==> config.mk <==
export PLATFORM = sky130hd
export DESIGN_NAME = auto_ranging_light_switch_core_flat
export DESIGN_NICKNAME = d
export VERILOG_FILES = /design/src/rtl/core/arls_pkg.sv /design/src/rtl/core/arls_if.sv /design/src/rtl/core/arls_divider.sv /design/src/rtl/core/auto_ranging_light_switch_core.sv /design/src/flat_wrapper.sv
export SDC_FILE = /design/constraint.sdc
export NUM_CORES = 1
export LEC_CHECK = 0
export BUFFER_PORTS_ARGS = -buffer_cell sky130_fd_sc_hd__buf_2
export CAP_MARGIN = 30
export CORE_ASPECT_RATIO = 0.9
export CORE_MARGIN = 5
export CORE_UTILIZATION = 55
export DETAILED_ROUTE_END_ITERATION = 16
export PLACE_DENSITY = 0.75
export SKIP_CTS_REPAIR_TIMING = 1
export SLEW_MARGIN = 20
export SYNTH_ARGS = -nofsm -noshare
export SYNTH_HDL_FRONTEND = slang
export SYNTH_SLANG_ARGS = --single-unit
==> constraint.sdc <==
create_clock -name clk -period 4.51 [get_ports clk]
set_input_delay 1.353 -clock clk [delete_from_list [all_inputs] [get_ports clk]]
set_output_delay 1.353 -clock clk [all_outputs]
set_load 0.01 [all_outputs]
==> src/rtl/core/arls_pkg.sv <==
`timescale 1ns / 1ps
`default_nettype none

package arls_pkg;

    localparam int SAMPLE_BITS = 10;
    localparam int SAMPLE_W    = 10;
    localparam int LEVEL_W     = SAMPLE_BITS;
    localparam int PCT_W       = 7;
    localparam int HOLD_W      = 8;
    localparam int NUM_W       = LEVEL_W + PCT_W;
    localparam int STEP_W      = $clog2(PCT_W);
    localparam int CFG_INDEX_W = 2;
    localparam int CFG_DATA_W  = 10;

    localparam logic [CFG_INDEX_W-1:0] REG_THRESHOLD = CFG_INDEX_W'(0);
    localparam logic [CFG_INDEX_W-1:0] REG_HOLD      = CFG_INDEX_W'(1);
    localparam logic [CFG_INDEX_W-1:0] REG_INIT_MIN  = CFG_INDEX_W'(2);

    localparam logic [PCT_W-1:0]   PERCENT_FULL    = PCT_W'(100);
    localparam logic [PCT_W-1:0]   THRESHOLD_RESET = PCT_W'(80);
    localparam logic [HOLD_W-1:0]  HOLD_RESET      = HOLD_W'(10);
    localparam logic [LEVEL_W-1:0] LEVEL_RESET     = LEVEL_W'(100);

    localparam logic ACTION_CALIBRATE = 1'b0;

    typedef enum logic [2:0] {
        ST_IDLE,
        ST_WIDEN,
        ST_SCALE,
        ST_DIVIDE,
        ST_DECIDE
    } state_t;

    typedef struct packed {
        logic               start;
        logic [NUM_W-1:0]   num;
        logic [LEVEL_W-1:0] den;
    } div_req_t;

    typedef struct packed {
        logic             done;
        logic [PCT_W-1:0] quotient;
    } div_rsp_t;

    function automatic logic [LEVEL_W-1:0] to_level(input logic [SAMPLE_W-1:0] v);
        logic [LEVEL_W-1:0] r;
        r = '0;
        for (int i = 0; i < LEVEL_W; i++)
        begin
            if (i < SAMPLE_W)
            begin
                r[i] = v[i];
            end
        end
        return r;
    endfunction

endpackage

`default_nettype wire

==> src/rtl/core/arls_if.sv <==
`timescale 1ns / 1ps
`default_nettype none

interface arls_in_if;
    logic                               valid;
    logic                               ready;
    logic                               action;
    logic [arls_pkg::SAMPLE_W-1:0]      sample;

    modport source (output valid, output action, output sample, input ready);
    modport sink   (input valid, input action, input sample, output ready);
endinterface

interface arls_out_if;
    logic                               valid;
    logic                               ready;
    logic                               relay_on;
    logic [arls_pkg::PCT_W-1:0]         light_percent;
    logic                               range_zero;

    modport source (output valid, output relay_on, output light_percent,
                    output range_zero, input ready);
    modport sink   (input valid, input relay_on, input light_percent,
                    input range_zero, output ready);
endinterface

interface arls_cfg_if;
    logic                               valid;
    logic                               ready;
    logic [arls_pkg::CFG_INDEX_W-1:0]   index;
    logic [arls_pkg::CFG_DATA_W-1:0]    data;

    modport source (output valid, output index, output data, input ready);
    modport sink   (input valid, input index, input data, output ready);
endinterface

`default_nettype wire

==> src/rtl/core/arls_divider.sv <==
`timescale 1ns / 1ps
`default_nettype none

module arls_divider (
    input  wire                 clk,
    input  wire                 rst_n,
    input  arls_pkg::div_req_t  req,
    output arls_pkg::div_rsp_t  rsp
);

    logic [arls_pkg::NUM_W-1:0]  rem_reg;
    logic [arls_pkg::NUM_W-1:0]  rem_next;
    logic [arls_pkg::NUM_W-1:0]  den_reg;
    logic [arls_pkg::NUM_W-1:0]  den_next;
    logic [arls_pkg::PCT_W-1:0]  quo_reg;
    logic [arls_pkg::PCT_W-1:0]  quo_next;
    logic [arls_pkg::STEP_W-1:0] step_reg;
    logic [arls_pkg::STEP_W-1:0] step_next;
    logic                        busy_reg;
    logic                        busy_next;
    logic                        done_reg;
    logic                        done_next;
    logic [arls_pkg::NUM_W:0]    diff;
    logic                        fits;

    assign diff = {1'b0, rem_reg} - {1'b0, den_reg};
    assign fits = ~diff[arls_pkg::NUM_W];

    always_comb
    begin
        rem_next  = rem_reg;
        den_next  = den_reg;
        quo_next  = quo_reg;
        step_next = step_reg;
        busy_next = busy_reg;
        done_next = 1'b0;
        if (req.start)
        begin
            rem_next  = req.num;
            den_next  = arls_pkg::NUM_W'(req.den) << (arls_pkg::PCT_W - 1);
            quo_next  = '0;
            step_next = arls_pkg::STEP_W'(arls_pkg::PCT_W - 1);
            busy_next = 1'b1;
        end
        else if (busy_reg)
        begin
            if (fits)
            begin
                rem_next = diff[arls_pkg::NUM_W-1:0];
            end
            quo_next = {quo_reg[arls_pkg::PCT_W-2:0], fits};
            den_next = den_reg >> 1;
            if (step_reg == '0)
            begin
                busy_next = 1'b0;
                done_next = 1'b1;
            end
            else
            begin
                step_next = step_reg - 1'b1;
            end
        end
    end

    always_ff @(posedge clk or negedge rst_n)
    begin
        if (!rst_n)
        begin
            busy_reg <= 1'b0;
            done_reg <= 1'b0;
            step_reg <= '0;
        end
        else
        begin
            busy_reg <= busy_next;
            done_reg <= done_next;
            step_reg <= step_next;
        end
    end

    always_ff @(posedge clk)
    begin
        rem_reg <= rem_next;
        den_reg <= den_next;
        quo_reg <= quo_next;
    end

    assign rsp.done     = done_reg;
    assign rsp.quotient = quo_reg;

endmodule

`default_nettype wire

==> src/rtl/core/auto_ranging_light_switch_core.sv <==
`timescale 1ns / 1ps
`default_nettype none

// Auto-ranging light switch. Each transfer on samples is a calibration read
// (action 0, loads the tracked maximum) or a light sample (action 1), and each
// gives exactly one transfer on results. A sample widens the tracked range,
// is scaled to a truncated percentage of it, and steps the two hold counters
// that switch the relay. The block takes one item at a time: a sample whose
// range is non-empty passes through the widen, scale, divide and decide
// states, the divide state waiting on the seven steps of the restoring
// divider; a zero range or an out-of-range case skips the divide state, and
// a calibration read goes from widen straight to decide. The next item is
// taken as soon as the result is registered, even if it has not yet been
// collected; an item that finishes while the previous result is still
// waiting holds until that result is collected. Configuration writes are
// taken in any cycle; a write of initial_min also presets the tracked minimum.

module auto_ranging_light_switch_core (
    input  wire          clk,
    input  wire          rst_n,
    arls_in_if.sink      samples,
    arls_out_if.source   results,
    arls_cfg_if.sink     cfg
);

    arls_pkg::state_t              state_reg;
    arls_pkg::state_t              state_next;
    logic                          action_reg;
    logic                          action_next;
    logic [arls_pkg::LEVEL_W-1:0]  sample_reg;
    logic [arls_pkg::LEVEL_W-1:0]  sample_next;
    logic [arls_pkg::LEVEL_W-1:0]  min_reg;
    logic [arls_pkg::LEVEL_W-1:0]  min_next;
    logic [arls_pkg::LEVEL_W-1:0]  max_reg;
    logic [arls_pkg::LEVEL_W-1:0]  max_next;
    logic [arls_pkg::HOLD_W-1:0]   under_reg;
    logic [arls_pkg::HOLD_W-1:0]   under_next;
    logic [arls_pkg::HOLD_W-1:0]   over_reg;
    logic [arls_pkg::HOLD_W-1:0]   over_next;
    logic                          relay_reg;
    logic                          relay_next;
    logic [arls_pkg::PCT_W-1:0]    thresh_reg;
    logic [arls_pkg::PCT_W-1:0]    thresh_next;
    logic [arls_pkg::HOLD_W-1:0]   hold_reg;
    logic [arls_pkg::HOLD_W-1:0]   hold_next;
    logic [arls_pkg::PCT_W-1:0]    pct_reg;
    logic [arls_pkg::PCT_W-1:0]    pct_next;
    logic                          zero_reg;
    logic                          zero_next;
    logic                          out_valid_reg;
    logic                          out_valid_next;
    logic                          out_relay_reg;
    logic                          out_relay_next;
    logic [arls_pkg::PCT_W-1:0]    out_pct_reg;
    logic [arls_pkg::PCT_W-1:0]    out_pct_next;
    logic                          out_zero_reg;
    logic                          out_zero_next;

    arls_pkg::div_req_t            div_req;
    arls_pkg::div_rsp_t            div_rsp;

    logic [arls_pkg::LEVEL_W-1:0]  offset;
    logic [arls_pkg::LEVEL_W-1:0]  span;
    logic [arls_pkg::NUM_W-1:0]    scaled;
    logic                          dark;
    logic [arls_pkg::HOLD_W-1:0]   under_step;
    logic [arls_pkg::HOLD_W-1:0]   over_step;
    logic                          relay_step;

    arls_divider u_divider (
        .clk   (clk),
        .rst_n (rst_n),
        .req   (div_req),
        .rsp   (div_rsp)
    );

    assign offset = sample_reg - min_reg;
    assign span   = max_reg - min_reg;
    assign scaled = arls_pkg::NUM_W'(offset) * arls_pkg::NUM_W'(arls_pkg::PERCENT_FULL);
    assign dark   = pct_reg < thresh_reg;

    always_comb
    begin
        under_step = under_reg;
        over_step  = over_reg;
        if (dark)
        begin
            if (under_reg != '0)
            begin
                under_step = under_reg - 1'b1;
            end
            if (over_reg < hold_reg)
            begin
                over_step = hold_reg;
            end
        end
        else
        begin
            if (over_reg != '0)
            begin
                over_step = over_reg - 1'b1;
            end
            if (under_reg < hold_reg)
            begin
                under_step = hold_reg;
            end
        end
        relay_step = relay_reg;
        if (under_step == '0)
        begin
            relay_step = 1'b1;
        end
        else if (over_step == '0)
        begin
            relay_step = 1'b0;
        end
    end

    assign samples.ready = (state_reg == arls_pkg::ST_IDLE);
    assign cfg.ready     = 1'b1;

    always_comb
    begin
        state_next     = state_reg;
        action_next    = action_reg;
        sample_next    = sample_reg;
        min_next       = min_reg;
        max_next       = max_reg;
        under_next     = under_reg;
        over_next      = over_reg;
        relay_next     = relay_reg;
        thresh_next    = thresh_reg;
        hold_next      = hold_reg;
        pct_next       = pct_reg;
        zero_next      = zero_reg;
        out_valid_next = out_valid_reg;
        out_relay_next = out_relay_reg;
        out_pct_next   = out_pct_reg;
        out_zero_next  = out_zero_reg;
        div_req.start  = 1'b0;
        div_req.num    = scaled;
        div_req.den    = span;

        if (out_valid_reg && results.ready)
        begin
            out_valid_next = 1'b0;
        end

        case (state_reg)
            arls_pkg::ST_IDLE:
            begin
                if (samples.valid)
                begin
                    action_next = samples.action;
                    sample_next = arls_pkg::to_level(samples.sample);
                    state_next  = arls_pkg::ST_WIDEN;
                end
            end
            arls_pkg::ST_WIDEN:
            begin
                if (action_reg == arls_pkg::ACTION_CALIBRATE)
                begin
                    max_next   = sample_reg;
                    pct_next   = '0;
                    zero_next  = 1'b0;
                    state_next = arls_pkg::ST_DECIDE;
                end
                else
                begin
                    if (sample_reg < min_reg)
                    begin
                        min_next = sample_reg;
                    end
                    else if (sample_reg > max_reg)
                    begin
                        max_next = sample_reg;
                    end
                    state_next = arls_pkg::ST_SCALE;
                end
            end
            arls_pkg::ST_SCALE:
            begin
                pct_next  = '0;
                zero_next = 1'b0;
                if (max_reg == min_reg)
                begin
                    zero_next  = 1'b1;
                    state_next = arls_pkg::ST_DECIDE;
                end
                else if (max_reg > min_reg && sample_reg >= min_reg)
                begin
                    div_req.start = 1'b1;
                    state_next    = arls_pkg::ST_DIVIDE;
                end
                else
                begin
                    state_next = arls_pkg::ST_DECIDE;
                end
            end
            arls_pkg::ST_DIVIDE:
            begin
                if (div_rsp.done)
                begin
                    if (div_rsp.quotient > arls_pkg::PERCENT_FULL)
                    begin
                        pct_next = arls_pkg::PERCENT_FULL;
                    end
                    else
                    begin
                        pct_next = div_rsp.quotient;
                    end
                    state_next = arls_pkg::ST_DECIDE;
                end
            end
            arls_pkg::ST_DECIDE:
            begin
                if (!out_valid_reg || results.ready)
                begin
                    if (action_reg != arls_pkg::ACTION_CALIBRATE)
                    begin
                        under_next     = under_step;
                        over_next      = over_step;
                        relay_next     = relay_step;
                        out_relay_next = relay_step;
                    end
                    else
                    begin
                        out_relay_next = relay_reg;
                    end
                    out_pct_next   = pct_reg;
                    out_zero_next  = zero_reg;
                    out_valid_next = 1'b1;
                    state_next     = arls_pkg::ST_IDLE;
                end
            end
            default:
            begin
                state_next = arls_pkg::ST_IDLE;
            end
        endcase

        if (cfg.valid)
        begin
            case (cfg.index)
                arls_pkg::REG_THRESHOLD:
                begin
                    thresh_next = cfg.data[arls_pkg::PCT_W-1:0];
                end
                arls_pkg::REG_HOLD:
                begin
                    hold_next = cfg.data[arls_pkg::HOLD_W-1:0];
                end
                arls_pkg::REG_INIT_MIN:
                begin
                    min_next = arls_pkg::to_level(cfg.data[arls_pkg::SAMPLE_W-1:0]);
                end
                default:
                begin
                    thresh_next = thresh_reg;
                end
            endcase
        end
    end

    always_ff @(posedge clk or negedge rst_n)
    begin
        if (!rst_n)
        begin
            state_reg     <= arls_pkg::ST_IDLE;
            min_reg       <= arls_pkg::LEVEL_RESET;
            max_reg       <= arls_pkg::LEVEL_RESET;
            under_reg     <= '0;
            over_reg      <= '0;
            relay_reg     <= 1'b0;
            thresh_reg    <= arls_pkg::THRESHOLD_RESET;
            hold_reg      <= arls_pkg::HOLD_RESET;
            out_valid_reg <= 1'b0;
        end
        else
        begin
            state_reg     <= state_next;
            min_reg       <= min_next;
            max_reg       <= max_next;
            under_reg     <= under_next;
            over_reg      <= over_next;
            relay_reg     <= relay_next;
            thresh_reg    <= thresh_next;
            hold_reg      <= hold_next;
            out_valid_reg <= out_valid_next;
        end
    end

    always_ff @(posedge clk)
    begin
        action_reg    <= action_next;
        sample_reg    <= sample_next;
        pct_reg       <= pct_next;
        zero_reg      <= zero_next;
        out_relay_reg <= out_relay_next;
        out_pct_reg   <= out_pct_next;
        out_zero_reg  <= out_zero_next;
    end

    assign results.valid         = out_valid_reg;
    assign results.relay_on      = out_relay_reg;
    assign results.light_percent = out_pct_reg;
    assign results.range_zero    = out_zero_reg;

endmodule

`default_nettype wire
==> src/flat_wrapper.sv <==
// flat-port wrapper written by rule: the top's interface ports become plain ports
module auto_ranging_light_switch_core_flat 
  (clk, rst_n, samples_valid, samples_action, samples_sample, samples_ready, results_valid, results_relay_on, results_light_percent, results_range_zero, results_ready, cfg_valid, cfg_index, cfg_data, cfg_ready);
  arls_in_if samples_i ();
  arls_out_if results_i ();
  arls_cfg_if cfg_i ();
  input  wire clk;
  input  wire rst_n;
  input wire logic [$bits(samples_i.valid)-1:0] samples_valid;
  input wire logic [$bits(samples_i.action)-1:0] samples_action;
  input wire logic [$bits(samples_i.sample)-1:0] samples_sample;
  output wire logic [$bits(samples_i.ready)-1:0] samples_ready;
  output wire logic [$bits(results_i.valid)-1:0] results_valid;
  output wire logic [$bits(results_i.relay_on)-1:0] results_relay_on;
  output wire logic [$bits(results_i.light_percent)-1:0] results_light_percent;
  output wire logic [$bits(results_i.range_zero)-1:0] results_range_zero;
  input wire logic [$bits(results_i.ready)-1:0] results_ready;
  input wire logic [$bits(cfg_i.valid)-1:0] cfg_valid;
  input wire logic [$bits(cfg_i.index)-1:0] cfg_index;
  input wire logic [$bits(cfg_i.data)-1:0] cfg_data;
  output wire logic [$bits(cfg_i.ready)-1:0] cfg_ready;
  assign samples_i.valid = samples_valid;
  assign samples_i.action = samples_action;
  assign samples_i.sample = samples_sample;
  assign samples_ready = samples_i.ready;
  assign results_valid = results_i.valid;
  assign results_relay_on = results_i.relay_on;
  assign results_light_percent = results_i.light_percent;
  assign results_range_zero = results_i.range_zero;
  assign results_i.ready = results_ready;
  assign cfg_i.valid = cfg_valid;
  assign cfg_i.index = cfg_index;
  assign cfg_i.data = cfg_data;
  assign cfg_ready = cfg_i.ready;
  auto_ranging_light_switch_core u_core (.clk(clk), .rst_n(rst_n), .samples(samples_i), .results(results_i), .cfg(cfg_i));
endmodule
==> results of run 1 <==
-- through the flow --
stage               setup TNS, ns  std cells  utilization [%]
floorplan                       0        929                -
global placement                0       1175             59.1
detailed placement         -0.219       1175             59.1
CTS                        -0.226       1207             62.8
global route               -0.141       1210             63.8
finish                          0       1210             63.8
-- Yosys cell counts (all sizes together) (18+ instances only) --
cell type	count	area [um^2]
o21ai	70	350
nor3	22	110
ha	106	1330
nand2	72	270
xor2	18	158
a21oi	36	180
a21o	19	144
mux2	25	282
mux2i	32	320
dfrtp	51	1280
inv	97	364
nor2	65	244
edfxtp	53	1590
xnor2	18	158
-- worst paths after layout --
| kind | start | end | slack (ns) | cells after the start |
|---|---|---|---|---|
| worst max-delay path | u_core.sample_reg[0] | u_core.u_divider.rem_reg[15] | 0.13 | 22 |
| worst min-delay path | u_core.zero_reg | u_core.results.range_zero | 0.42 | 0 |
| worst max register to register | u_core.sample_reg[0] | u_core.u_divider.rem_reg[15] | 0.13 | 22 |
| worst min register to register | u_core.zero_reg | u_core.results.range_zero | 0.42 | 0 |
| max in group asynchronous | rst_n | u_core.min_reg[4] | 2.74 | 2 |
| min in group asynchronous | rst_n | u_core.over_reg[4] | 0.82 | 1 |
-- final cells by class --
cell class,instances,area (um^2),area share (%)
Tap cell,207,259,2.52
Sequential cell,129,3430,33.4
Clock inverter,15,159,1.55
Clock buffer,17,425,4.15
Inverter,98,368,3.59
Timing Repair Buffer,68,423,4.12
Multi-Input combinational cell,676,5190,50.6
-- cell families after synthesis --
group | Yosys count | synth area share [%]
mux | 57 | 6.69
xor+xnor | 36 | 3.51
buf+inv | 124 | 5.66
simple gates | 253 | 13.8
compound gates | 215 | 15.6
flops | 129 | 38.1
fa+ha+maj | 114 | 16.5
other cells | 1 | 0.0417
-- cells in the final DEF, fill, tap and decap left out, types with 18 or more instances in the layout --
cell and n:
sky130_fd_sc_hd__ha_1 101, sky130_fd_sc_hd__inv_1 96, sky130_fd_sc_hd__nand2_1 72, sky130_fd_sc_hd__nor2_1 65, sky130_fd_sc_hd__o21ai_0 62, sky130_fd_sc_hd__edfxtp_1 53, sky130_fd_sc_hd__dfrtp_1 51, sky130_fd_sc_hd__buf_2 38
sky130_fd_sc_hd__mux2i_1 32, sky130_fd_sc_hd__a21oi_1 31, sky130_fd_sc_hd__buf_4 28, sky130_fd_sc_hd__mux2_2 25, sky130_fd_sc_hd__nor3_1 19, sky130_fd_sc_hd__a21o_1 18
-- layer usage --
layer	share of wire, %	track usage, %	vias up
li1	-	-	3462
met1	48	31.7	3393
met2	48	34.6	135
met3	3.2	3.92	22
met4	0.99	4.56	0
met5	0	0	-
==> PnR_summary.wiki, run 1 <==
{| class="wikitable"
! Metric !! Value
|-
| Outcome || completed
|-
| Pin count of the biggest net entering global routing || 49
|-
| DPL Wire Length || 15300 um
|-
| Congestion Overflow GR || 0
|-
| Hold/Removal Path Class || flip-flop to flip-flop
|-
| Later-pin clock latency in the skew report || 0.43 ns
|-
| Total DRC errors in the routed layout || 0
|-
| Class of the most critical setup path || flip-flop to flip-flop
|-
| Die outline width || 145 um
|-
| Maximum clock frequency || 228 MHz
|-
| Placement-stage cell area || 0.00951 mm^2
|-
| Worst path buffer plus inverter count || 4
|-
| Fin Clk Skew || 0.0117 ns
|-
| First-pass GRT wire length || 33500 um
|-
| Minimum setup slack in the final design || 0.129 ns
|-
| Number of flip-flops in the largest register || 17
|-
| ANT cells || 0
|-
| TritonCTS clock tree || done
|-
| I/O pin total || 40
|-
| Vertical extent of the die || 131 um
|-
| Kind of end point of the critical path || flip-flop
|-
| Min cycle time layout || 4.38 ns
|-
| Wire length per cell || 17.3 um
|-
| Crit path cell chain || inv_2, ha_4, inv_1, fa_2, a21o_1, a21o_4, nand2_1, nand2_1, a21oi_2, xnor2_2, ha_1, ha_1, inv_1, fa_1, inv_1, ha_4, nor3_2, nor2_1, a31o_2, a21oi_2, xor2_1, o22ai_1
|-
| Setup-failing EPs final || 0
|-
| Required time worst endpoint || 4.68 ns
|-
| Number of maximum-capacitance violations || 0
|-
| Drt first-iter violations || 457
|-
| Worst setup slack before clock tree synthesis || -0.108 ns
|-
| Sequential fraction of the synthesis area || 38.1%
|-
| Starting density of the core || 56.0%
|-
| Routed via count || 7012
|-
| IO buf count || 38
|-
| Final Max Slew Viols || 0
|-
| H-tree level count || 4
|-
| Measured slew at the worst slew-check pin || 0.822 ns
|-
| # nets final || 1132
|-
| Clock slew at reported path FFs || 0.07 ns
|-
| Via count of the first global-routing pass || 6727
|-
| Post-Synthesis Mean Instance Area || 9.68 um^2
|-
| Drt via density || 5.80
|-
| Number of antenna violations at the first check in global routing || 0
|-
| Syn nets || 1071
|-
| Total of flip-flops plus latches after synthesis || 129
|-
| Dominant delay contributor by cell family on the critical path || adder cells
|-
| Remaining antenna violation count || 0
|-
| Post-Syn Area || 0.00899 mm^2
|-
| TritonCTS buffer count || 17
|-
| Max Fanout on Critical Path || 4
|-
| Pre-antenna DRT Iters || 5
|-
| Main synth FF type || sky130_fd_sc_hd__edfxtp_1
|-
| Distinct cell type count after synthesis || 73
|-
| Slowest Stage Delay on Critical Path || 0.49 ns
|-
| Cell repeated most along the worst path || sky130_fd_sc_hd__inv_1
|-
| Std-Cell Rows || 44
|-
| Layout overhead on the synthesized area || 14.1%
|-
| Final hold vios || 0
|-
| Max clock buf depth || 2
|-
| Number of sinks driven by the clock tree || 129
|-
| Relative slew margins || 45.1%
|-
| Worst-path cell with the longest stage delay || sky130_fd_sc_hd__fa_1
|-
| Overall routing resource usage || 21.9%
|-
| Critical path data arrival time || 4.55 ns
|-
| Gate count of the mapped netlist || 929
|-
| Warnings, synthesis || 0
|-
| Total Die Area || 0.0190 mm^2
|-
| Proportion of layout cells with a drive suffix above 1 || 17.1%
|-
| Placer Congestion || 0.873
|-
| Crit share post-route || 97.1%
|-
| Final design area excluding fillers || 0.0103 mm^2
|-
| Share of flip-flops with an asynchronous set or reset after synthesis || 47.3%
|-
| Core area || 0.0161 mm^2
|-
| Clock tree root buffer cell || sky130_fd_sc_hd__clkbuf_16
|-
| Final-layout fill cell count || 1280
|-
| Number of enable flip-flop cells after synthesis || 53
|-
| Final hold slack || 0.423 ns
|-
| Nature of the critical path startpoint || flip-flop
|-
| Detailed Route WL || 20900 um
|}
Power of run 1 is not shown: default switching activity piles up to over one toggle a cycle in this logic, so the estimate is an artifact.
==> inputs of run 2 (changes only) <==
- GPL_ROUTABILITY_DRIVEN: default -> 0
- REMOVE_ABC_BUFFERS: default -> 1
==> run 2 against run 1 <==
Via count increased by 0.46%; cell count decreased by 0.17%; register-to-register slack got worse by 0.03 ns; setup slack got worse by 0.027 ns; clock skew decreased by 0.0032 ns; flip-flop and latch count unchanged; fmax decreased by 0.60%; final area about the same; critical endpoint is now u_core.u_divider.rem_reg[16]; largest cell class unchanged.
==> PnR_summary.wiki, run 2 (synthesized netlist as in run 1, its figures left out) <==
{| class="wikitable"
! Metric !! Value
|-
| # nets final || 1129
|-
| Slowest Stage Delay on Critical Path || 0.41 ns
|-
| Number of antenna violations at the first check in global routing || 1
|-
| Worst path buffer plus inverter count || 4
|-
| Measured slew at the worst slew-check pin || 0.989 ns
|-
| Kind of end point of the critical path || flip-flop
|-
| Clock tree root buffer cell || sky130_fd_sc_hd__clkbuf_16
|-
| Number of sinks driven by the clock tree || 129
|-
| Outcome || completed
|-
| Std-Cell Rows || 44
|-
| I/O pin total || 40
|-
| H-tree level count || 4
|-
| Routed via count || 7044
|-
| Starting density of the core || 56.0%
|-
| Clock slew at reported path FFs || 0.06 ns
|-
| Pin count of the biggest net entering global routing || 27
|-
| TritonCTS buffer count || 17
|-
| Remaining antenna violation count || 0
|-
| Crit share post-route || 97.7%
|-
| Later-pin clock latency in the skew report || 0.43 ns
|-
| Vertical extent of the die || 131 um
|-
| Via count of the first global-routing pass || 6599
|-
| Max clock buf depth || 2
|-
| Minimum setup slack in the final design || 0.103 ns
|-
| Layout overhead on the synthesized area || 14.1%
|-
| Hold/Removal Path Class || flip-flop to flip-flop
|-
| Placement-stage cell area || 0.00949 mm^2
|-
| Maximum clock frequency || 227 MHz
|-
| Fraction of met1 tracks used by global routing || 31.4%
|-
| GR Util met3 || 4.36%
|-
| Commonest cells after routing, fill and taps aside || sky130_fd_sc_hd__ha_1 (101), sky130_fd_sc_hd__inv_1 (94), sky130_fd_sc_hd__nand2_1 (72)
|-
| Commonest non-fill, non-tap cell in the layout || sky130_fd_sc_hd__ha_1
|-
| Cell repeated most along the worst path || sky130_fd_sc_hd__ha_1
|-
| Overall routing resource usage || 21.6%
|-
| Final design area excluding fillers || 0.0103 mm^2
|-
| Class of the most critical setup path || flip-flop to flip-flop
|-
| Relative slew margins || 34.1%
|-
| Min cycle time layout || 4.41 ns
|-
| TritonCTS clock tree || done
|-
| Met2 Usage GRT || 32.4%
|-
| Number of maximum-capacitance violations || 0
|-
| Setup repair after global routing missed its margin || yes
|-
| Pre-antenna DRT Iters || 5
|-
| Total Die Area || 0.0190 mm^2
|-
| IO buf count || 38
|-
| Number of flip-flops in the largest register || 17
|-
| Fin Clk Skew || 0.00848 ns
|-
| Congestion Overflow GR || 0
|-
| Crit path cell chain || inv_2, ha_4, inv_2, fa_2, a21o_1, a21o_4, nand2_1, nand2_1, a21oi_2, xnor2_2, buf_4, ha_1, ha_1, ha_1, ha_1, or3_1, o21ai_1, a21oi_2, buf_4, nor4_2, nor3_2, o2bb2ai_1
|-
| Worst setup slack before clock tree synthesis || -0.0602 ns
|-
| Setup-failing EPs final || 0
|-
| Die outline width || 145 um
|-
| Critical path data arrival time || 4.69 ns
|-
| Dominant delay contributor by cell family on the critical path || adder cells
|-
| Final hold slack || 0.434 ns
|-
| Grt peak-use layer || met2
|-
| Final Max Slew Viols || 0
|-
| Final setup TNS || 0 ns
|-
| First-pass GRT wire length || 33100 um
|-
| Final hold vios || 0
|-
| Worst-path cell with the longest stage delay || sky130_fd_sc_hd__edfxtp_1
|-
| Required time worst endpoint || 4.79 ns
|-
| DPL Wire Length || 15300 um
|-
| Detailed Route WL || 20500 um
|-
| Drt via density || 5.83
|-
| Drt first-iter violations || 495
|-
| Max Fanout on Critical Path || 4
|-
| Wire length per cell || 17.0 um
|-
| Nature of the critical path startpoint || flip-flop
|-
| Core area || 0.0161 mm^2
|-
| Total DRC errors in the routed layout || 0
|-
| Proportion of layout cells with a drive suffix above 1 || 17.6%
|}
## run 2: through the flow
stage	utilization, %	cells
finish	63.8	1208
global route	63.8	1208
CTS	62.7	1203
detailed placement	59.0	1171
global placement	59.0	1171
floorplan	-	903
## run 2: final timing paths
kind / slack [ns] / endpoint / depth (start not counted) / startpoint
worst min-delay path: 0.43 / u_core.results.range_zero / 0 / u_core.zero_reg
min in group asynchronous: 0.89 / u_core.under_reg[5] / 1 / rst_n
max in group asynchronous: 2.84 / u_core.min_reg[5] / 2 / rst_n
worst max-delay path: 0.10 / u_core.u_divider.rem_reg[16] / 22 / u_core.sample_reg[0]
worst max register to register: 0.10 / u_core.u_divider.rem_reg[16] / 22 / u_core.sample_reg[0]
worst min register to register: 0.43 / u_core.results.range_zero / 0 / u_core.zero_reg
## run 2: final cells by class
class,instances,area (um^2)
antenna,1,2.50
clock inverter,15,163
fill,1256,5810
tap,207,259
timing repair buffer,65,405
clock buffer,17,425
inverter,98,368
multi-input combinational,676,5210
sequential,129,3430
## run 2: routing by layer
| layer | wire (um) | vias to the layer above |
|---|---|---|
| li1 | - | 3459 |
| met1 | 9590 | 3354 |
| met2 | 9490 | 197 |
| met3 | 1030 | 34 |
| met4 | 382 | 0 |
| met5 | 0 | - |
Power of run 2 is left out for the same reason.
